`src/sv/mjd_pkg.sv`:
```
// Shared types, constants and the header key table for the multipart stream deframer.
`default_nettype none

package mjd_pkg;

	// Character codes used when classifying stream bytes
	localparam logic [7:0] CH_LF    = 8'h0A;
	localparam logic [7:0] CH_CR    = 8'h0D;
	localparam logic [7:0] CH_NUL   = 8'h00;
	localparam logic [7:0] CH_SPACE = 8'h20;
	localparam logic [7:0] CH_TAB   = 8'h09;
	localparam logic [7:0] CH_VT    = 8'h0B;
	localparam logic [7:0] CH_FF    = 8'h0C;
	localparam logic [7:0] CH_PLUS  = 8'h2B;
	localparam logic [7:0] CH_MINUS = 8'h2D;
	localparam logic [7:0] CH_ZERO  = 8'h30;
	localparam logic [7:0] CH_NINE  = 8'h39;
	localparam logic [7:0] CH_UP_A  = 8'h41;
	localparam logic [7:0] CH_UP_Z  = 8'h5A;

	// Length of the "content-length:" key
	localparam int KEY_LEN = 15;

	// Configuration register indexes
	localparam logic [2:0] CFG_BOUNDARY_LENGTH = 3'd0;
	localparam logic [2:0] CFG_BOUNDARY_WORD0  = 3'd1;
	localparam logic [2:0] CFG_BOUNDARY_WORD1  = 3'd2;
	localparam logic [2:0] CFG_BOUNDARY_WORD2  = 3'd3;
	localparam logic [2:0] CFG_BOUNDARY_WORD3  = 3'd4;
	localparam logic [2:0] CFG_MAX_FRAME_LEN   = 3'd5;

	// One classified stream byte, as queued between front and back
	typedef struct packed {
		logic [7:0] data;
		logic [7:0] lower;
		logic [3:0] digit;
		logic       is_lf;
		logic       is_cr;
		logic       is_nul;
		logic       is_digit;
		logic       is_blank;
		logic       is_plus;
		logic       is_minus;
	} mjd_item_t;

	// Configuration as seen by the back end
	typedef struct packed {
		logic [5:0]   boundary_length;
		logic [255:0] boundary;
		logic [23:0]  max_frame_length;
	} mjd_cfg_t;

	// Lowercase header key, one character per column
	function automatic logic [7:0] key_char(input logic [3:0] idx);
		logic [7:0] ch;
		case (idx)
			4'd0: ch = "c";
			4'd1: ch = "o";
			4'd2: ch = "n";
			4'd3: ch = "t";
			4'd4: ch = "e";
			4'd5: ch = "n";
			4'd6: ch = "t";
			4'd7: ch = "-";
			4'd8: ch = "l";
			4'd9: ch = "e";
			4'd10: ch = "n";
			4'd11: ch = "g";
			4'd12: ch = "t";
			4'd13: ch = "h";
			4'd14: ch = ":";
			default: ch = 8'h00;
		endcase
		return ch;
	endfunction

endpackage

`default_nettype wire

```
`src/sv/mjd_front.sv`:
```
// Front end: takes stream bytes and classifies each one for the header parser.
`default_nettype none

module mjd_front (
	input  wire logic             s_axis_tvalid,
	output logic                  s_axis_tready,
	input  wire logic [7:0]       s_axis_tdata,   // [7:0] in_byte
	input  wire logic             q_full,
	output logic                  q_push,
	output mjd_pkg::mjd_item_t    q_item
);
	import mjd_pkg::*;

	logic [7:0] c;

	// Accept whenever the queue has room
	assign s_axis_tready = !q_full;
	assign q_push        = s_axis_tvalid && !q_full;
	assign c             = s_axis_tdata;

	// Character classes
	always_comb begin
		q_item.data     = c;
		q_item.lower    = (c >= CH_UP_A && c <= CH_UP_Z) ? c + 8'd32 : c;
		q_item.digit    = 4'(c - CH_ZERO);
		q_item.is_lf    = (c == CH_LF);
		q_item.is_cr    = (c == CH_CR);
		q_item.is_nul   = (c == CH_NUL);
		q_item.is_digit = (c >= CH_ZERO && c <= CH_NINE);
		q_item.is_blank = (c == CH_SPACE) || (c == CH_TAB) || (c == CH_CR) ||
			(c == CH_VT) || (c == CH_FF);
		q_item.is_plus  = (c == CH_PLUS);
		q_item.is_minus = (c == CH_MINUS);
	end

endmodule

`default_nettype wire

```
`src/sv/mjd_fifo.sv`:
```
// Short flip-flop queue between front and back ends.
`default_nettype none

module mjd_fifo #(
	parameter int WIDTH = 8,
	parameter int DEPTH = 4
) (
	input  wire logic             clk,
	input  wire logic             arst_n,
	input  wire logic             push,
	input  wire logic [WIDTH-1:0] push_data,
	output logic                  full,
	input  wire logic             pop,
	output logic                  not_empty,
	output logic [WIDTH-1:0]      head
);
	localparam int PW = (DEPTH > 1) ? $clog2(DEPTH) : 1;
	localparam int CNTW = $clog2(DEPTH + 1);

	logic [WIDTH-1:0] mem_q [DEPTH];
	logic [PW-1:0]    wptr_q, rptr_q;
	logic [CNTW-1:0]  count_q;
	logic             do_push, do_pop;

	assign full      = (count_q == CNTW'(DEPTH));
	assign not_empty = (count_q != '0);
	assign head      = mem_q[rptr_q];
	assign do_push   = push && !full;
	assign do_pop    = pop && not_empty;

	// Storage
	always_ff @(posedge clk) begin
		if (do_push) begin
			mem_q[wptr_q] <= push_data;
		end
	end

	// Pointers and fill count
	always_ff @(posedge clk or negedge arst_n) begin
		if (!arst_n) begin
			wptr_q  <= '0;
			rptr_q  <= '0;
			count_q <= '0;
		end else begin
			if (do_push) begin
				wptr_q <= (wptr_q == PW'(DEPTH - 1)) ? '0 : wptr_q + 1'b1;
			end
			if (do_pop) begin
				rptr_q <= (rptr_q == PW'(DEPTH - 1)) ? '0 : rptr_q + 1'b1;
			end
			if (do_push && !do_pop) begin
				count_q <= count_q + 1'b1;
			end else if (do_pop && !do_push) begin
				count_q <= count_q - 1'b1;
			end
		end
	end

endmodule

`default_nettype wire

```
`src/sv/mjd_back.sv`:
```
// Back end: boundary hunt, header parsing, payload transfer and output register.
`default_nettype none

module mjd_back #(
	parameter int MAX_BOUNDARY = 32,
	parameter int LINE_LIMIT   = 1024,
	parameter int LENGTH_BITS  = 24
) (
	input  wire logic                clk,
	input  wire logic                arst_n,
	input  wire mjd_pkg::mjd_cfg_t   cfg,
	input  wire logic                q_valid,
	input  wire mjd_pkg::mjd_item_t  q_item,
	output logic                     q_pop,
	output logic                     m_axis_tvalid,
	input  wire logic                m_axis_tready,
	output logic [31:0]              m_axis_tdata,   // [7:0] out_byte, [31:8] frame_length
	output logic                     m_axis_tlast,   // frame_last
	output logic                     m_axis_tuser    // [0] result_kind
);
	import mjd_pkg::*;

	localparam int MW = $clog2(MAX_BOUNDARY + 1);
	localparam int CW = $clog2(LINE_LIMIT);
	localparam int LB = LENGTH_BITS;
	localparam logic [CW-1:0] COL_LAST = CW'(LINE_LIMIT - 1);
	localparam logic [CW-1:0] KEY_COL  = CW'(KEY_LEN);
	localparam logic [LB-1:0] CAP      = {LB{1'b1}};

	localparam logic [1:0] PH_HUNT     = 2'd0;
	localparam logic [1:0] PH_SKIPLINE = 2'd1;
	localparam logic [1:0] PH_HEADERS  = 2'd2;
	localparam logic [1:0] PH_PAYLOAD  = 2'd3;

	localparam logic [1:0] NUM_BLANKS = 2'd0;
	localparam logic [1:0] NUM_DIGITS = 2'd1;
	localparam logic [1:0] NUM_DONE   = 2'd2;

	// Parser state
	logic [1:0]    phase_q, phase_d;
	logic [MW-1:0] match_q, match_d;
	logic [CW-1:0] col_q, col_d;
	logic          pend_q, pend_d, fcc_q, fcc_d, pok_q, pok_d;
	logic [1:0]    nph_q, nph_d;
	logic          neg_q, neg_d, ovf_q, ovf_d, bad_q, bad_d;
	logic [LB-1:0] val_q, val_d, dl_q, dl_d, left_q, left_d;

	// Output register
	logic          ovalid_q, okind_q, olast_q;
	logic [7:0]    obyte_q;
	logic [23:0]   olen_q;

	// Working values
	logic          go, emit, e_kind, e_last;
	logic [7:0]    e_byte;
	logic [23:0]   dl_sat;
	logic [7:0]    blen, bidx, mc_next;
	logic [7:0]    bnd_b;
	logic          cr_store, c_store, do_add, line_end, hdr_end, set_len, reject;
	logic [CW-1:0] col_a, col_b;
	logic          fcc_a, pok_a, fcc_b, pok_b, neg_b, ovf_b, new_bad;
	logic [1:0]    nph_a, nph_b;
	logic [LB-1:0] val_b, new_dl;
	logic [LB+3:0] prod;

	// Pop when the output slot is free or draining
	assign go    = q_valid && (!ovalid_q || m_axis_tready);
	assign q_pop = go;

	// Effective boundary length and expected boundary byte
	always_comb begin
		blen = (cfg.boundary_length == 6'd0) ? 8'd1 : {2'b00, cfg.boundary_length};
		if (blen > 8'(MAX_BOUNDARY)) begin
			blen = 8'(MAX_BOUNDARY);
		end
		bidx    = 8'(match_q);
		mc_next = bidx + 8'd1;
		bnd_b   = (bidx < 8'd32) ? cfg.boundary[{bidx[4:0], 3'b000} +: 8] : 8'h00;
	end

	// Declared length, saturated for output, and the reject test
	always_comb begin
		dl_sat = (32'(dl_q) > 32'h00FF_FFFF) ? 24'hFF_FFFF : 24'(dl_q);
		reject = bad_q || (dl_q == '0) || (32'(dl_q) > 32'(cfg.max_frame_length));
	end

	// Header line: a held CR stored first, then the current byte
	always_comb begin
		col_a = col_q;
		fcc_a = fcc_q;
		pok_a = pok_q;
		nph_a = nph_q;
		cr_store = pend_q && !q_item.is_lf;
		if (cr_store) begin
			if (col_q == '0) begin
				fcc_a = 1'b1;
			end
			if (col_q < KEY_COL) begin
				pok_a = 1'b0;
			end else if (pok_q && nph_q == NUM_DIGITS) begin
				nph_a = NUM_DONE;
			end
			col_a = col_q + 1'b1;
		end

		col_b  = col_a;
		fcc_b  = fcc_a;
		pok_b  = pok_a;
		nph_b  = nph_a;
		neg_b  = neg_q;
		ovf_b  = ovf_q;
		val_b  = val_q;
		do_add = 1'b0;
		c_store = !q_item.is_lf && (pend_q ? (col_a < COL_LAST) : !q_item.is_cr);
		if (c_store) begin
			if (col_a == '0 && (q_item.is_cr || q_item.is_nul)) begin
				fcc_b = 1'b1;
			end
			if (col_a < KEY_COL) begin
				if (q_item.lower != key_char(col_a[3:0])) begin
					pok_b = 1'b0;
				end
			end else if (pok_a) begin
				case (nph_a)
					NUM_BLANKS: begin
						if (q_item.is_blank) begin
							nph_b = NUM_BLANKS;
						end else if (q_item.is_plus || q_item.is_minus) begin
							neg_b = q_item.is_minus;
							nph_b = NUM_DIGITS;
						end else if (q_item.is_digit) begin
							nph_b  = NUM_DIGITS;
							do_add = 1'b1;
						end else begin
							nph_b = NUM_DONE;
						end
					end
					NUM_DIGITS: begin
						if (q_item.is_digit) begin
							do_add = 1'b1;
						end else begin
							nph_b = NUM_DONE;
						end
					end
					default: begin
						nph_b = nph_a;
					end
				endcase
			end
			col_b = col_a + 1'b1;
		end

		// Decimal accumulate, saturating
		prod = ({4'b0000, val_q} << 3) + ({4'b0000, val_q} << 1) + (LB+4)'(q_item.digit);
		if (do_add) begin
			if (prod > (LB+4)'(CAP)) begin
				val_b = CAP;
				ovf_b = 1'b1;
			end else begin
				val_b = prod[LB-1:0];
			end
		end

		line_end = q_item.is_lf || (col_b >= COL_LAST);
		hdr_end  = (col_b == '0) || fcc_b;
		set_len  = pok_b && (col_b >= KEY_COL);
		new_bad  = ovf_b || (neg_b && val_b != '0);
		new_dl   = new_bad ? CAP : val_b;
	end

	// Next state and result
	always_comb begin
		phase_d = phase_q;
		match_d = match_q;
		col_d   = col_q;
		pend_d  = pend_q;
		fcc_d   = fcc_q;
		pok_d   = pok_q;
		nph_d   = nph_q;
		neg_d   = neg_q;
		ovf_d   = ovf_q;
		val_d   = val_q;
		bad_d   = bad_q;
		dl_d    = dl_q;
		left_d  = left_q;
		emit    = 1'b0;
		e_kind  = 1'b0;
		e_byte  = 8'h00;
		e_last  = 1'b0;

		if (go) begin
			case (phase_q)
				PH_HUNT: begin
					if (q_item.data == bnd_b) begin
						if (mc_next >= blen) begin
							match_d = '0;
							phase_d = PH_SKIPLINE;
						end else begin
							match_d = match_q + 1'b1;
						end
					end else begin
						match_d = '0;
					end
				end
				PH_SKIPLINE: begin
					if (q_item.is_lf) begin
						phase_d = PH_HEADERS;
						col_d   = '0;
						pend_d  = 1'b0;
						fcc_d   = 1'b0;
						pok_d   = 1'b1;
						nph_d   = NUM_BLANKS;
						neg_d   = 1'b0;
						ovf_d   = 1'b0;
						val_d   = '0;
						dl_d    = '0;
						bad_d   = 1'b0;
					end
				end
				PH_HEADERS: begin
					if (line_end) begin
						col_d  = '0;
						pend_d = 1'b0;
						fcc_d  = 1'b0;
						pok_d  = 1'b1;
						nph_d  = NUM_BLANKS;
						neg_d  = 1'b0;
						ovf_d  = 1'b0;
						val_d  = '0;
						if (hdr_end) begin
							if (reject) begin
								phase_d = PH_HUNT;
								match_d = '0;
								emit    = 1'b1;
								e_kind  = 1'b1;
							end else begin
								phase_d = PH_PAYLOAD;
								left_d  = dl_q;
							end
						end else if (set_len) begin
							bad_d = new_bad;
							dl_d  = new_dl;
						end
					end else begin
						col_d  = col_b;
						fcc_d  = fcc_b;
						pok_d  = pok_b;
						nph_d  = nph_b;
						neg_d  = neg_b;
						ovf_d  = ovf_b;
						val_d  = val_b;
						pend_d = !pend_q && q_item.is_cr;
					end
				end
				default: begin
					// Payload byte
					e_last = (left_q <= LB'(1));
					left_d = e_last ? '0 : left_q - 1'b1;
					if (e_last) begin
						phase_d = PH_HUNT;
						match_d = '0;
					end
					emit   = 1'b1;
					e_byte = q_item.data;
				end
			endcase
		end
	end

	// Parser registers
	always_ff @(posedge clk or negedge arst_n) begin
		if (!arst_n) begin
			phase_q <= PH_HUNT;
			match_q <= '0;
			col_q   <= '0;
			pend_q  <= 1'b0;
			fcc_q   <= 1'b0;
			pok_q   <= 1'b0;
			nph_q   <= NUM_BLANKS;
			neg_q   <= 1'b0;
			ovf_q   <= 1'b0;
			val_q   <= '0;
			bad_q   <= 1'b0;
			dl_q    <= '0;
			left_q  <= '0;
		end else begin
			phase_q <= phase_d;
			match_q <= match_d;
			col_q   <= col_d;
			pend_q  <= pend_d;
			fcc_q   <= fcc_d;
			pok_q   <= pok_d;
			nph_q   <= nph_d;
			neg_q   <= neg_d;
			ovf_q   <= ovf_d;
			val_q   <= val_d;
			bad_q   <= bad_d;
			dl_q    <= dl_d;
			left_q  <= left_d;
		end
	end

	// Output valid
	always_ff @(posedge clk or negedge arst_n) begin
		if (!arst_n) begin
			ovalid_q <= 1'b0;
		end else if (go && emit) begin
			ovalid_q <= 1'b1;
		end else if (m_axis_tready) begin
			ovalid_q <= 1'b0;
		end
	end

	// Output payload
	always_ff @(posedge clk) begin
		if (go && emit) begin
			okind_q <= e_kind;
			obyte_q <= e_byte;
			olast_q <= e_last;
			olen_q  <= dl_sat;
		end
	end

	assign m_axis_tvalid = ovalid_q;
	assign m_axis_tdata  = {olen_q, obyte_q};
	assign m_axis_tlast  = olast_q;
	assign m_axis_tuser  = okind_q;

endmodule

`default_nettype wire

```
`src/sv/multipart_jpeg_stream_deframer_core.sv`:
```
// Top level of the multipart stream deframer: config registers, front, queue and back.
//
// Channel   Dir  Handshake                   Payload
// s_axis    in   s_axis_tvalid/tready        tdata[7:0] in_byte
// m_axis    out  m_axis_tvalid/tready        tdata[7:0] out_byte, [31:8] frame_length;
//                                            tlast frame_last; tuser[0] result_kind
// cfg       in   cfg_valid/cfg_ready         cfg_index register, cfg_data value
//
// One byte per clock sustained while the output is not stalled; the back end then
// retires one queued byte each cycle. A byte enters the queue at its transfer edge,
// and its result is registered in the output register when the back end pops it.
// A stalled output stops the back end; the front keeps taking bytes until the
// queue (QUEUE_DEPTH entries) fills. Reset is asynchronous and needs no clear pass.
// Configuration writes are always accepted (cfg_ready is tied high) and take effect at once.
`default_nettype none

module multipart_jpeg_stream_deframer_core #(
	parameter int MAX_BOUNDARY = 32,
	parameter int LINE_LIMIT   = 1024,
	parameter int LENGTH_BITS  = 24,
	parameter int QUEUE_DEPTH  = 4
) (
	input  wire logic        clk,
	input  wire logic        arst_n,
	input  wire logic        s_axis_tvalid,
	output logic             s_axis_tready,
	input  wire logic [7:0]  s_axis_tdata,   // [7:0] in_byte
	output logic             m_axis_tvalid,
	input  wire logic        m_axis_tready,
	output logic [31:0]      m_axis_tdata,   // [7:0] out_byte, [31:8] frame_length
	output logic             m_axis_tlast,   // frame_last
	output logic             m_axis_tuser,   // [0] result_kind
	input  wire logic        cfg_valid,
	output logic             cfg_ready,
	input  wire logic [2:0]  cfg_index,
	input  wire logic [63:0] cfg_data
);
	import mjd_pkg::*;

	localparam int IW = $bits(mjd_item_t);

	logic [5:0]  blen_q;
	logic [63:0] word0_q, word1_q, word2_q, word3_q;
	logic [23:0] maxlen_q;
	mjd_cfg_t    cfg;

	logic        q_push, q_full, q_pop, q_valid;
	mjd_item_t   push_item, head_item;
	logic [IW-1:0] head_bits;

	// Configuration registers
	assign cfg_ready = 1'b1;

	always_ff @(posedge clk or negedge arst_n) begin
		if (!arst_n) begin
			blen_q   <= 6'd10;
			word0_q  <= 64'h6164_6E75_6F62_2D2D;
			word1_q  <= 64'h0000_0000_0000_7972;
			word2_q  <= '0;
			word3_q  <= '0;
			maxlen_q <= 24'd10485760;
		end else if (cfg_valid && cfg_ready) begin
			case (cfg_index)
				CFG_BOUNDARY_LENGTH: blen_q   <= cfg_data[5:0];
				CFG_BOUNDARY_WORD0:  word0_q  <= cfg_data;
				CFG_BOUNDARY_WORD1:  word1_q  <= cfg_data;
				CFG_BOUNDARY_WORD2:  word2_q  <= cfg_data;
				CFG_BOUNDARY_WORD3:  word3_q  <= cfg_data;
				CFG_MAX_FRAME_LEN:   maxlen_q <= cfg_data[23:0];
				default: begin
					blen_q <= blen_q;
				end
			endcase
		end
	end

	assign cfg.boundary_length  = blen_q;
	assign cfg.boundary         = {word3_q, word2_q, word1_q, word0_q};
	assign cfg.max_frame_length = maxlen_q;

	// Front end: accept and classify
	mjd_front u_front (
		.s_axis_tvalid (s_axis_tvalid),
		.s_axis_tready (s_axis_tready),
		.s_axis_tdata  (s_axis_tdata),
		.q_full        (q_full),
		.q_push        (q_push),
		.q_item        (push_item)
	);

	// Queue between front and back
	mjd_fifo #(
		.WIDTH (IW),
		.DEPTH (QUEUE_DEPTH)
	) u_fifo (
		.clk       (clk),
		.arst_n    (arst_n),
		.push      (q_push),
		.push_data (push_item),
		.full      (q_full),
		.pop       (q_pop),
		.not_empty (q_valid),
		.head      (head_bits)
	);

	assign head_item = mjd_item_t'(head_bits);

	// Back end: parse and emit
	mjd_back #(
		.MAX_BOUNDARY (MAX_BOUNDARY),
		.LINE_LIMIT   (LINE_LIMIT),
		.LENGTH_BITS  (LENGTH_BITS)
	) u_back (
		.clk           (clk),
		.arst_n        (arst_n),
		.cfg           (cfg),
		.q_valid       (q_valid),
		.q_item        (head_item),
		.q_pop         (q_pop),
		.m_axis_tvalid (m_axis_tvalid),
		.m_axis_tready (m_axis_tready),
		.m_axis_tdata  (m_axis_tdata),
		.m_axis_tlast  (m_axis_tlast),
		.m_axis_tuser  (m_axis_tuser)
	);

endmodule

`default_nettype wire

```
`config.mk`:
```
export PLATFORM = sky130hd
export DESIGN_NAME = multipart_jpeg_stream_deframer_core
export DESIGN_NICKNAME = d
export VERILOG_FILES = /design/src/sv/mjd_pkg.sv /design/src/sv/mjd_front.sv /design/src/sv/mjd_fifo.sv /design/src/sv/mjd_back.sv /design/src/sv/multipart_jpeg_stream_deframer_core.sv
export SDC_FILE = /design/constraint.sdc
export NUM_CORES = 1
export LEC_CHECK = 0
export ABC_CLOCK_PERIOD_IN_PS = 5400
export BUFFER_PORTS_ARGS = -buffer_cell sky130_fd_sc_hd__clkbuf_2
export CORE_MARGIN = 4
export CORE_UTILIZATION = 50
export CTS_CLUSTER_SIZE = 28
export DETAILED_ROUTE_END_ITERATION = 8
export PLACE_DENSITY_LB_ADDON = 0.3
export SYNTH_ARGS = -nofsm -noshare
export SYNTH_HDL_FRONTEND = slang
export SYNTH_SLANG_ARGS = --single-unit
```
`constraint.sdc`:
```
create_clock -name clk -period 5.4 [get_ports clk]
set_input_delay 0.27 -clock clk [delete_from_list [all_inputs] [get_ports clk]]
set_output_delay 0.27 -clock clk [all_outputs]
set_load 0.02 [all_outputs]
```
# == Yosys cells after proc, flatten, opt, wreduce, memory -nomap -nowiden ==
# Memory sizes are Yosys's and may differ from the RTL's.
# Cells that the tools add are included.
# op_classes
add_sub_neg,13
mul,0
div_mod_pow,0
n_lt_le_gt_ge,15
eq_ne,31
shifts,1
mux,109
bitwise,3
n_reduce_logical,65
# op_table
op,count
$mux 24,12
$shiftx 256x9->8,1
$pmux 24 s2,3
$mux 1,42
$mux 2,21
$mux 6,7
$eq 8x4->1 const B,5
$mux 10,4
$mux 8,5
$logic_not 10->1,3
$add 27x25->28,1
$add 28x4->28,1
$gt 28x24->1 const B,1
$eq 8x6->1 const B,3
$gt 24x24->1,1
$le 24x1->1 const B,1
$logic_not 24->1,1
$reduce_bool 24->1,1
$sub 24x1->24 const B,1
$add 10x1->10 const B,2
$lt 10x4->1 const B,2
$pmux 10 s2,1
$pmux 6 s3,1
$logic_and 1x1->1,16
47 further kinds,101
# word_totals
register_bits,426
latchBits,0
mem_bits_rw,108
rom_bits,112
input_bits,80
out_inout_bits,37
n_memories,2
# mem_list
memory,depth,word_bits,rd,rd_ports_with_merged_regs,wr,line_no,source
(name not given),16,7,1,0,0,mjd_pkg.sv:56,case (idx)
u_fifo.mem_q,4,27,1,0,1,mjd_fifo.sv:20,logic [WIDTH-1:0] mem_q [DEPTH];

# == Depth between registers and ports, before layout ==
# Gate-level depths: netlist of the first run.
# logic_depth
depth_word,19
mapped_depth,19

# == By module ==
# A second synthesis of the first run with hierarchy kept.
# unflattened
hier_cells,2315
area_unflattened_um2,28502.3
# modules_own_cells
module,instances,cells_each,area_each_um2,seq_area_each_um2
mjd_back,1,1474,13007.5,3498.4
multipart_jpeg_stream_deframer_core,1,610,10797.9,7214.4
mjd_fifo,1,178,4360.4,3418.3
mjd_front,1,53,336.6,0.0

# == Least setup slack after synthesis of the first run ==
# Ideal clock, no wire load.
# synth_path
path_kind,flip-flop to flip-flop
from,register u_fifo.rptr_q[1]
to,register u_back.dl_q[10]
setup_ns,0.122
t_arrival_ns,5.298
slack_ns,-0.019
path_stages_with_launch,20
path_buffers,4
cell_sequence,dfrtp_1 -> buf_2 -> buf_1 -> mux4_2 -> ha_1 -> ha_1 -> fa_1 -> a21o_1 -> a221oi_2 -> o41a_1 -> nand2_1 -> a221oi_2 -> mux2i_1 -> or3_4 -> or4_1 -> a221oi_2 -> nand2b_1 -> buf_2 -> buf_6 -> a32o_1
# synth_lines
item,line_no,source
from (decl),mjd_fifo.sv:21,"logic [PW-1:0] wptr_q, rptr_q;"
from (signal assigned),mjd_fifo.sv:49,rptr_q <= (rptr_q == PW'(DEPTH - 1)) ? '0 : rptr_q + 1'b1;
$mem_v2 4x27,n/a,
named net head_bits[13],multipart_jpeg_stream_deframer_core.sv:49,logic [IW-1:0] head_bits;
$ne 8x8->1,mjd_back.sv:120,if (q_item.lower != key_char(col_a[3:0])) begin
$mux 1,mjd_back.sv:120,
$mux 1,mjd_back.sv:119,if (col_a < KEY_COL) begin
$mux 1,mjd_back.sv:115,if (c_store) begin
$logic_and 1x1->1,mjd_back.sv:166,set_len = pok_b && (col_b >= KEY_COL);
$ne 2x1->1 (no source line),n/a,
$reduce_and 6->1 (no source line),n/a,
to (signal assigned),mjd_back.sv:298,dl_q <= dl_d;
to (decl),mjd_back.sv:46,"logic [LB-1:0] val_q, val_d, dl_q, dl_d, left_q, left_d;"
# The timed path passes the listed nets, and every way through them passes these cells. The select of a mux whose other input is x is not followed.
# A chain may end at the register's enable or synchronous reset.

# == Worst setup path after layout of the first run ==
# layout_path
from,register u_fifo.rptr_q[0]
to,register u_back.dl_q[4]
# layout_lines
item,line_no,source
$mem_v2 4x27 *,n/a,
named net head_bits[10],multipart_jpeg_stream_deframer_core.sv:49,
$add 28x4->28 *,mjd_back.sv:154,"prod = ({4'b0000, val_q} << 3) + ({4'b0000, val_q} << 1) + (LB+4)'(q_item.digit);"
$gt 28x24->1,mjd_back.sv:156,if (prod > (LB+4)'(CAP)) begin
$mux 24,mjd_back.sv:156,
$mux 24,mjd_back.sv:155,if (do_add) begin
$reduce_bool 24->1,mjd_back.sv:167,new_bad = ovf_b || (neg_b && val_b != '0);
$logic_and 1x1->1,mjd_back.sv:167,
$logic_or 1x1->1,mjd_back.sv:167,
$mux 24 *,mjd_back.sv:168,new_dl = new_bad ? CAP : val_b;
$mux 24 *,mjd_back.sv:240,end else if (set_len) begin
$mux 24 *,mjd_back.sv:230,if (hdr_end) begin
$mux 24 *,mjd_back.sv:221,if (line_end) begin
$pmux 24 s2 *,mjd_back.sv:192,case (phase_q)
# Mark *: on every way through the listed nets, which the timed path passes. The rest lies on a longest branch. The select of a mux whose other input is x is not followed.

==> results of run 1 <==
==> metrics by stage <==
step / hold WS [ns] / cells / power (mW) / setup WS [ns] / utilization
floorplan: -0.02559 / 2217 / 7.095 / 0.06774 / -
global placement: 0.3663 / 2937 / 7.909 / 0.07677 / 0.5323
detailed placement: 0.3821 / 2937 / 8.064 / 0.003036 / 0.5323
CTS: 0.0005075 / 3086 / 11.62 / 0.01048 / 0.5737
global route: 0.009949 / 3093 / 12.13 / 0.01123 / 0.5745
finish: 0.03143 / 3094 / 11.55 / 0.1806 / 0.5745
==> logic make-up after synthesis <==
group	count (synthesis)	share of synthesized area
and+or+nand+nor	508	0.1002
xor gates and xnor gates	55	0.01862
buffers and inverters	190	0.02955
muxes	414	0.1927
adders and majority gates	102	0.04869
other	1	0.0001406
AOI/OAI and AO/OA	449	0.1208
DFF	498	0.4893
==> layout make-up <==
cell class	instances	area, um2
fillers	4254	22400
diodes	5	12.51
multi-input cells	1529	12920
inverters	59	221.5
clock inverters	27	261.5
clock buffers	71	1403
flip-flops and latches	498	13060
repair buffers	217	1514
well taps	688	860.8
==> flip-flops by register name, indices dropped and copies added, names as in the netlist, 3 cells and up <==
signal	count
u_fifo.count_q	3
word2_q	64
word1_q	64
word0_q	64
u_back.col_q	10
u_back.dl_q	24
blen_q	6
u_back.left_q	24
u_back.match_q	6
u_back.val_q	24
u_fifo.mem_q	72
u_back.olen_q	24
word3_q	64
maxlen_q	24
u_back.obyte_q	8
==> path summary, 6_finish.rpt <==
kind | endpoint | slack (ns) | cells after the start | start
min reg2reg | u_back.neg_q | 0.50 | 2 | u_back.neg_q
max | u_back.dl_q[4] | 0.18 | 15 | u_fifo.rptr_q[0]
max reg2reg | u_back.dl_q[4] | 0.18 | 15 | u_fifo.rptr_q[0]
min in group asynchronous | word0_q[55] | 0.27 | 2 | arst_n
min | maxlen_q[2] | 0.03 | 2 | cfg_data[2]
max in group asynchronous | word2_q[8] | 3.65 | 3 | arst_n
==> cell usage after synthesis (6+ instances only) <==
cell type / number / area share
mux2i_1: 70 / 0.026
nor3_1: 47 / 0.0088
dfstp_2: 46 / 0.045
inv_1: 59 / 0.0083
nor4_1: 23 / 0.0054
o21ai_0: 86 / 0.016
nor4b_1: 8 / 0.0026
nand3b_1: 6 / 0.0017
nand4_1: 20 / 0.0047
dfrtp_1: 346 / 0.32
nor2b_1: 9 / 0.0021
nor2_1: 62 / 0.0087
o21a_1: 12 / 0.0034
nand2b_1: 11 / 0.0026
mux2_2: 291 / 0.12
and3_1: 19 / 0.0045
or4_1: 6 / 0.0017
or3_1: 27 / 0.0063
a31oi_1: 11 / 0.0026
mux4_2: 50 / 0.042
a21o_1: 24 / 0.0068
a21oi_1: 103 / 0.019
o31ai_1: 13 / 0.0037
o211ai_1: 10 / 0.0028
clkbuf_1: 93 / 0.013
ha_1: 99 / 0.046
a22oi_1: 45 / 0.013
buf_1: 7 / 0.00099
buf_2: 23 / 0.0043
edfxtp_1: 106 / 0.12
o2bb2ai_1: 24 / 0.0079
a32o_1: 30 / 0.011
or2_2: 7 / 0.0016
and2_1: 15 / 0.0035
xnor2_1: 31 / 0.010
a211oi_1: 10 / 0.0028
a2111oi_0: 7 / 0.0023
nand2_1: 148 / 0.021
and4_1: 8 / 0.0026
nor3b_1: 8 / 0.0023
xor2_1: 22 / 0.0072
nand3_1: 60 / 0.011
==> where the power goes <==
part	switching [mW]	internal (mW)
registers	0.369	4.66
logic	1.71	1.31
clock network	1.52	1.98
==> repair_timing <==
| action | CTS | global route |
|---|---|---|
| gates resized for setup | 1 | 2 |
| buffers inserted | 0 | 2 |
| cloned | 0 | 0 |
| hold buffers | 51 | 0 |
| hold endpoints to repair | 294 | 0 |
| endpoints found under the setup margin | 25 | 25 |
| pin swaps | 0 | 2 |
==> metal layers <==
| metal | vias to the layer above | global-route usage | share of wire |
|---|---|---|---|
| met2 | 603 | 0.4060 | 0.49 |
| met4 | 4 | 0.08499 | 0.033 |
| met1 | 9726 | 0.3182 | 0.42 |
| li1 | 8676 | - | - |
| met5 | - | 0 | 0.00039 |
| met3 | 129 | 0.03669 | 0.056 |
==> summary.md, run 1 <==
| Metric | Value |
|---|---|
| Status | `finished, final reports clean` |
| Share of layout cells above drive strength 1 | `0.2824` |
| Vias in the first global route | `19,682` |
| Worst hold path type | `primary input to register` |
| Die area | `0.05710 mm2` |
| P_leak | `12.57 nW` |
| Ys Warns | `0` |
| Synth Flop Type | `dfrtp_1` |
| Required time of the critical path | `5.87 ns` |
| Clock transition at path regs | `0.06 ns` |
| Root buf cell | `clkbuf_16` |
| Placed instance area | `0.02803 mm2` |
| Kind of end point of the critical path | `register` |
| Layout net count | `2,539` |
| Final Slew Violations | `0` |
| Die width | `239.0 um` |
| Startpoint types | `register` |
| # setup viols final | `0` |
| DP HPWL | `48,160 um` |
| Slowest CP cell | `mux4_2` |
| Most frequent cells in the layout | `344 x dfrtp_1, 291 x mux2_2, 148 x nand2_1, 115 x clkbuf_2, 106 x edfxtp_1` |
| I/O Pins | `117` |
| Layout area overhead | `13.42%` |
| Post-detailed-route count of antenna-violating nets | `0` |
| Via count | `19,138` |
| FMAX | `0.1916 GHz` |
| Die H | `239.0 um` |
| Post-synthesis async set-or-reset flop share | `0.7871` |
| CP bufs+invs | `1` |
| Syn Nets | `2,399` |
| Slew @ Worst Pin | `1.044 ns` |
| Total clock buffers created by CTS | `52` |
| Setup Total Neg Slack | `0 ns` |
| Rows | `84` |
| Initial drt markers | `1,596` |
| Worst path max stage delay | `0.56 ns` |
| CTS max path bufs | `3` |
| Worst path cell trace | `mux4_2, fa_2, fa_1, a21o_1, a221oi_4, o41a_1, nand2_1, a221oi_2, mux2i_1, or3_4, or4_1, a221oi_2, nand2b_1, buf_4, a32o_1` |
| Initial Utilization | `0.5066` |
| Core outline area | `0.05266 mm2` |
| Worst skew pair latency | `0.62 ns` |
| CP dominant cell by count | `a221oi_2` |
| Gpl congestion | `0.9504` |
| CTS H-Tree Depth | `2` |
| Tcrit/Tclk final | `0.9666` |
| Critical path's top delay family | `compound AO/OA/AOI/OAI gates` |
| Syn Area/Cell | `12.03 um2` |
| Largest net degree at the start of global routing | `118` |
| Crit path time final | `5.219 ns` |
| Final Cell Area | `0.03025 mm2` |
| Cells after Synth | `2,217` |
| Max FO, Critical Path | `25` |
| DRC Markers | `0` |
| Yosys cell types | `105` |
| Routed wire length per instance | `22.45 um` |
| PortBufs | `115` |
| TritonRoute pass-1 iters | `6` |
| Yosys reg bits | `498` |
| Max_cap viols | `0` |
| Post-synth EDFFs | `106` |
| Arrival @ worst endpoint | `5.69 ns` |
| Fin Clk Skew | `0.03725 ns` |
| CTS tree | `done` |
| Most common cell after layout, fill and taps aside | `dfrtp_1` |
| Type of the worst setup path | `register to register` |
| Endpoints failing hold | `0` |
| Vias per inst | `6.186` |
| Netlist Area Pre-Place | `0.02667 mm2` |
| Overflow after GRT | `0` |
| Initial antenna violation count | `7` |
| Sequential element share of the synthesized area | `0.4893` |
| DRT Wirelength | `69,450 um` |
| Relative slew slack | `0.3042` |
| PwrDens | `381.8 mW/mm2` |
| GR Util All Layers | `0.2403` |
| RSZ-0062 raised after global routing | `no` |
| Maximum VDD drop | `0.2559 mV` |
| CTS Sinks | `498` |
| First-pass GRT wire length | `110,000 um` |
Power figures use the tool's default switching activity.
==> inputs of run 2 (changes only) <==
- PLACE_DENSITY: not set -> 0.75
- PLACE_DENSITY_LB_ADDON: 0.3 -> not set
- SLEW_MARGIN: not set -> 0
==> run 2 against run 1 <==
Worst setup slack gained 0.0069 ns. Die area did not move. Fmax up 0.13%. First-iteration DRC count up 9.4%. Clock-buffer cell count rose by 1. Combinational power is essentially flat. Clock skew shrank 0.0038 ns. Design area up 1.0%. Total power up 4.2%. Global-route usage increased by 0.059 points. Sequential share of layout area shrank 0.44 points. Largest cell class unchanged. Final cell count is 0.19% higher.
==> summary.md, run 2 (same netlist as run 1, synthesis figures left out) <==
| Metric | Value |
|---|---|
| TritonRoute pass-1 iters | `7 (+1)` |
| Required time of the critical path | `5.88 ns (about the same)` |
| Largest net degree at the start of global routing | `192 (+63%)` |
| First-pass GRT wire length | `110,800 um (+0.70%)` |
| P_leak | `12.74 nW (+1.4%)` |
| Worst hold path type | `primary input to register` |
| Worst Setup SP | `u_fifo.rptr_q[0]` |
| R2R Path Start | `u_fifo.rptr_q[0]` |
| Gpl congestion | `0.9701 (+2.1%)` |
| Die width | `239.0 um (unchanged)` |
| FMAX | `0.1918 GHz (+0.13%)` |
| Clock transition at path regs | `0.07 ns (about the same)` |
| Top Layer Used | `met5` |
| CTS max path bufs | `3 (unchanged)` |
| DRT Wirelength | `69,770 um (+0.46%)` |
| Slew @ Worst Pin | `1.145 ns (+0.1017 ns)` |
| Share of layout cells above drive strength 1 | `0.2852 (+0.002858)` |
| RR Endpoint | `u_back.dl_q[14]` |
| Endpoints failing hold | `0 (unchanged)` |
| Setup Total Neg Slack | `0 ns (unchanged)` |
| Sum of routed wire segments on met1 | `29,260 um (+1.3%)` |
| Die area | `0.05710 mm2 (unchanged)` |
| Register-to-register setup slack | `0.19 ns (about the same)` |
| Rows | `84 (unchanged)` |
| DRC Markers | `0 (unchanged)` |
| Relative slew slack | `0.2335 (-0.07069)` |
| Initial Utilization | `0.5066 (unchanged)` |
| Tcrit/Tclk final | `0.9653 (-0.001278)` |
| Core outline area | `0.05266 mm2 (unchanged)` |
| Via count | `19,375 (+1.2%)` |
| Overflow after GRT | `0 (unchanged)` |
| CTS Sinks | `498 (unchanged)` |
| RSZ-0062 raised after global routing | `no` |
| Worst path cell trace | `mux4_2, fa_1, fa_1, a21o_1, a221oi_4, o41a_1, nand2_1, a221oi_2, mux2i_1, or3_4, or4_1, a221oi_2, nand2b_1, buf_4, a32o_1` |
| Type of the worst setup path | `register to register` |
| Most frequent cells in the layout | `344 x dfrtp_1, 291 x mux2_2, 148 x nand2_1, 114 x clkbuf_2, 106 x edfxtp_1` |
| I/O Pins | `117 (unchanged)` |
| Hold path start | `cfg_data[8]` |
| Die H | `239.0 um (unchanged)` |
| Worst Setup EP | `u_back.dl_q[14]` |
| Vias per inst | `6.250 (+1.0%)` |
| Root buf cell | `clkbuf_16` |
| Met2 wire length | `34,960 um (+1.8%)` |
| Min Hold Slack | `0.03879 ns (+0.007357 ns)` |
| Final Total Pwr | `12.03 mW (+4.2%)` |
| PwrDens | `393.7 mW/mm2 (+3.1%)` |
| Worst path max stage delay | `0.55 ns (about the same)` |
| CTS tree | `done` |
| Metal3 WL | `3675 um (-4.7%)` |
| Routed wire length per instance | `22.51 um (+0.27%)` |
| Fin Clk Skew | `0.03349 ns (-0.003763 ns)` |
| Startpoint types | `register` |
| Maximum VDD drop | `0.2936 mV (+15%)` |
| Layout filler cell count | `4,079 (-4.1%)` |
| Max FO, Critical Path | `25 (unchanged)` |
| Max reg flops | `72 (unchanged)` |
| Vias in the first global route | `19,672 (-0.051%)` |
| # setup viols final | `0 (unchanged)` |
| Crit path time final | `5.212 ns (-0.006903 ns)` |
| CTS H-Tree Depth | `2 (unchanged)` |
| Kind of end point of the critical path | `register` |
| PortBufs | `115 (unchanged)` |
| R2R cell count | `15 (unchanged)` |
| Initial drt markers | `1,746 (+9.4%)` |
| Antenna diodes | `0 (-5)` |
| Initial antenna violation count | `2 (-5)` |
| Layout net count | `2,549 (+0.39%)` |
| Total clock buffers created by CTS | `53 (+1.9%)` |
| Status | `finished, final reports clean` |
| Worst skew pair latency | `0.62 ns (about the same)` |
| Max_cap viols | `0 (unchanged)` |
| Final Slew Violations | `0 (unchanged)` |
| Largest Register | `u_fifo.mem_q` |
| Layout area overhead | `14.59%` |
| Post-detailed-route count of antenna-violating nets | `0 (unchanged)` |
| GR Util All Layers | `0.2409 (+0.0005921)` |
| Arrival @ worst endpoint | `5.69 ns (about the same)` |
| DP HPWL | `47,410 um (-1.6%)` |
| Slowest CP cell | `mux4_2` |
| Most common cell after layout, fill and taps aside | `dfrtp_1` |
## run 2: area by class of cell
type / instances / area [um2] / area share
Multi-Input combinational cell: 1529 / 12920 / 0.4229
Clock buffer: 72 / 1479 / 0.04839
Sequential cell: 498 / 13060 / 0.4271
Inverter: 59 / 221.5 / 0.007246
Tap cell: 688 / 860.8 / 0.02816
Timing Repair Buffer: 226 / 1609 / 0.05264
Clock inverter: 28 / 414.1 / 0.01355
## run 2: per-stage QoR
step | area [um2] | worst slack [ns] | cells | util
6_report | 30560 | 0.1875 | 3100 | 0.5805
3_3_place_gp | 28010 | 0.09501 | 2934 | 0.5320
5_1_grt | 30560 | 0.03575 | 3100 | 0.5805
4_1_cts | 30520 | 0.01269 | 3095 | 0.5795
2_1_floorplan | 26670 | 0.06774 | 2217 | -
3_5_place_dp | 28010 | 0.01577 | 2934 | 0.5320
## run 2: worst min-delay path by stage
| stage | endpoint | slack (ns) | cells after the start |
|---|---|---|---|
| after global placement | word0_q[55] | 0.23 | 1 |
| after global routing | maxlen_q[8] | 0.02 | 2 |
| after detailed placement | word1_q[55] | 0.24 | 1 |
| final | word0_q[8] | 0.04 | 2 |
| after floorplan | blen_q[0] | -0.03 | 0 |
| after CTS | maxlen_q[16] | 0.002 | 2 |
## run 2: repair_timing
item	in CTS	in global routing
pin swaps	0	3
hold buffers	61	0
buffers inserted	0	5
setup endpoints to repair	25	25
hold endpoints to repair	298	0
cloned	0	0
gates resized for setup	1	1
## run 2: worst max-delay path, delay by kind of cell, from the launching register on
family | cells | cell delay (ns)
compound gates | 6 | 1.62
buf+inv | 1 | 0.23
simple gates | 4 | 1.12
mux | 2 | 0.69
flops | 1 | 0.42
fa+ha+maj | 2 | 0.98
## run 2: power by group
part	switching, mW	internal [mW]	total [mW]	leakage, nW
sequential	0.383	4.66	5.05	5.76
combinational	1.73	1.32	3.04	6.05
clock	1.58	2.37	3.94	0.933
total	3.68	8.35	12.0	12.7
## run 2: routing by layer
layer  up-vias  track usage
met1      9895       0.3231
li1       8696            -
met5         -            0
met3       130      0.03242
met4         4      0.07345
met2       650       0.4113
==> inputs of run 3 (changes only) <==
- RECOVER_POWER: not set -> 100
==> run 3 against run 2 <==
The flow now finishes with violations (max-capacitance violations, max-slew violations). Fmax is 0.32% higher. Clock power is essentially flat. First-iteration DRC count fell by 3.7%. Largest power group unchanged.
==> summary.md, run 3 (same netlist as run 1, synthesis figures left out) <==
| Metric | Value |
|---|---|
| Status | `complete, but fails checks` |
| Violations in the final reports | `max-capacitance violations, max-slew violations` |
| Overflow after GRT | `0 (unchanged)` |
| Gpl congestion | `0.9701 (unchanged)` |
| Vias per inst | `6.240 (-0.16%)` |
| Die H | `239.0 um (unchanged)` |
| Antenna diodes | `0 (unchanged)` |
| I/O Pins | `117 (unchanged)` |
| Layout filler cell count | `4,116 (+0.91%)` |
| DRC Markers | `0 (unchanged)` |
| DP HPWL | `47,410 um (unchanged)` |
| Type of the worst setup path | `register to register` |
| Initial Utilization | `0.5066 (unchanged)` |
| GR Util All Layers | `0.2409 (unchanged)` |
| CTS max path bufs | `3 (unchanged)` |
| PwrDens | `394.5 mW/mm2 (+0.20%)` |
| First-pass GRT wire length | `110,800 um (unchanged)` |
| Layout Utilization | `0.5772 (-0.003255)` |
| Rows | `84 (unchanged)` |
| Largest Register | `u_fifo.mem_q` |
| Crit path time final | `5.196 ns (-0.01677 ns)` |
| Endpoints failing hold | `0 (unchanged)` |
| Setup Total Neg Slack | `0 ns (unchanged)` |
| Required time of the critical path | `5.87 ns (about the same)` |
| Final worst setup slack | `0.2043 ns (+0.01677 ns)` |
| Arrival @ worst endpoint | `5.67 ns (-0.02 ns)` |
| Initial antenna violation count | `2 (unchanged)` |
| RSZ-0062 raised after global routing | `no` |
| Final Slew Violations | `535 (+535)` |
| Initial drt markers | `1,682 (-3.7%)` |
| Max reg flops | `72 (unchanged)` |
| Pre-CTS setup slack | `0.01577 ns (unchanged)` |
| Share of layout cells above drive strength 1 | `0.2583 (-0.02695)` |
| Most frequent cells in the layout | `344 x dfrtp_1, 286 x mux2_2, 148 x nand2_1, 106 x edfxtp_1, 103 x a21oi_1` |
| R2R cell count | `15 (unchanged)` |
| P_leak | `12.54 nW (-1.6%)` |
| Multi-input gate area | `0.01286 mm2 (-0.48%)` |
| Placed instance area | `0.02801 mm2 (unchanged)` |
| Die area | `0.05710 mm2 (unchanged)` |
| Clock transition at path regs | `0.07 ns (about the same)` |
| CTS H-Tree Depth | `2 (unchanged)` |
| Core outline area | `0.05266 mm2 (unchanged)` |
| FMAX | `0.1925 GHz (+0.32%)` |
| Relative slew slack | `-1.665 (-1.898)` |
| Fin Clk Skew | `0.03535 ns (+0.001860 ns)` |
| Total clock buffers created by CTS | `53 (unchanged)` |
| TritonRoute pass-1 iters | `5 (-2)` |
| # placed instances | `2,934 (unchanged)` |
| CTS Sinks | `498 (unchanged)` |
| Post-detailed-route count of antenna-violating nets | `0 (unchanged)` |
| Worst skew pair latency | `0.62 ns (about the same)` |
| Final Cell Area | `0.03039 mm2 (-0.56%)` |
| Min Hold Slack | `0.03424 ns (-0.004543 ns)` |
| Root buf cell | `clkbuf_16` |
| Vias in the first global route | `19,672 (unchanged)` |
| Layout net count | `2,549 (unchanged)` |
| Slew @ Worst Pin | `3.997 ns (+2.851 ns)` |
| # setup viols final | `0 (unchanged)` |
| Max_cap viols | `7 (+7)` |
| Worst Hold Depth | `2 (unchanged)` |
| Routed wire length per instance | `22.55 um (+0.18%)` |
| Largest net degree at the start of global routing | `192 (unchanged)` |
| Fin cells | `3,100 (unchanged)` |
| Final Total Pwr | `11.99 mW (-0.36%)` |
| PortBufs | `115 (unchanged)` |
| Register area | `0.01306 mm2 (unchanged)` |
| Worst hold path type | `primary input to register` |
| Startpoint types | `register` |
| Max FO, Critical Path | `25 (unchanged)` |
| Maximum VDD drop | `0.2948 mV (+0.41%)` |
| DRT Wirelength | `69,890 um (+0.18%)` |
| Via count | `19,344 (-0.16%)` |
| Tcrit/Tclk final | `0.9622 (-0.003106)` |
| Most common cell after layout, fill and taps aside | `dfrtp_1` |
| Kind of end point of the critical path | `register` |
| CTS tree | `done` |
| Layout area overhead | `13.95%` |
| Die width | `239.0 um (unchanged)` |
## run 3: cell count changes in the layout (fill, tap and decap cells not counted), moves of 5 or more
cell      delta
clkbuf_1    +54
clkbuf_2    -44
buf_4        -9
and2_0       +8
and2_1       -8
mux2_1       +5
mux2_2       -5
## run 3: final timing paths
kind / start / endpoint / slack (ns)
max reg2reg: u_fifo.rptr_q[0] / u_back.dl_q[14] / 0.20
max: u_fifo.rptr_q[0] / u_back.dl_q[14] / 0.20
min: cfg_data[8] / word3_q[8] / 0.03
max in group asynchronous: arst_n / u_back.match_q[0] / 0.82
min reg2reg: u_back.fcc_q / u_back.fcc_q / 0.49
min in group asynchronous: arst_n / word2_q[47] / 1.30
## run 3: power by group
part	internal [mW]	switching, mW	total [mW]
Sequential	4.67	0.381	5.05
Combinational	1.29	1.72	3.00
Clock	2.37	1.57	3.94
## run 3: final cells by class
type	count	share of cell area
tap	688	0.02832
clock inverter	28	0.01363
timing repair buffer	226	0.04936
clock buffer	72	0.04866
sequential	498	0.4295
multi-input combinational	1529	0.4232
inverter	59	0.007287
## run 3: metal layers
metal	GRT usage	share of wire	vias up	routed length (um)
li1	-	-	8696	-
met1	0.3231	0.42	9852	29110
met5	0	0.00039	-	27
met4	0.07345	0.028	4	1984
met2	0.4113	0.50	655	34880
met3	0.03242	0.056	137	3886
## run 3: critical path, stage by stage, from the launching register on
cell and delay (ns):
dfrtp_2 0.42, mux4_2 0.55, fa_1 0.50, fa_1 0.48, a21o_1 0.24, a221oi_4 0.32
o41a_1 0.23, nand2_1 0.13, a221oi_2 0.29, mux2i_1 0.14, or3_4 0.38, or4_1 0.53
a221oi_2 0.25, nand2b_1 0.08, buf_4 0.22, a32o_1 0.30
## run 3: repair_timing
action / in CTS / in global routing
setup buffers: 0 / 5
setup endpoints to repair: 25 / 25
gates resized for setup: 1 / 1
pin swaps: 0 / 3
hold endpoints to repair: 298 / 0
cloned: 0 / 0
hold buffers: 61 / 0
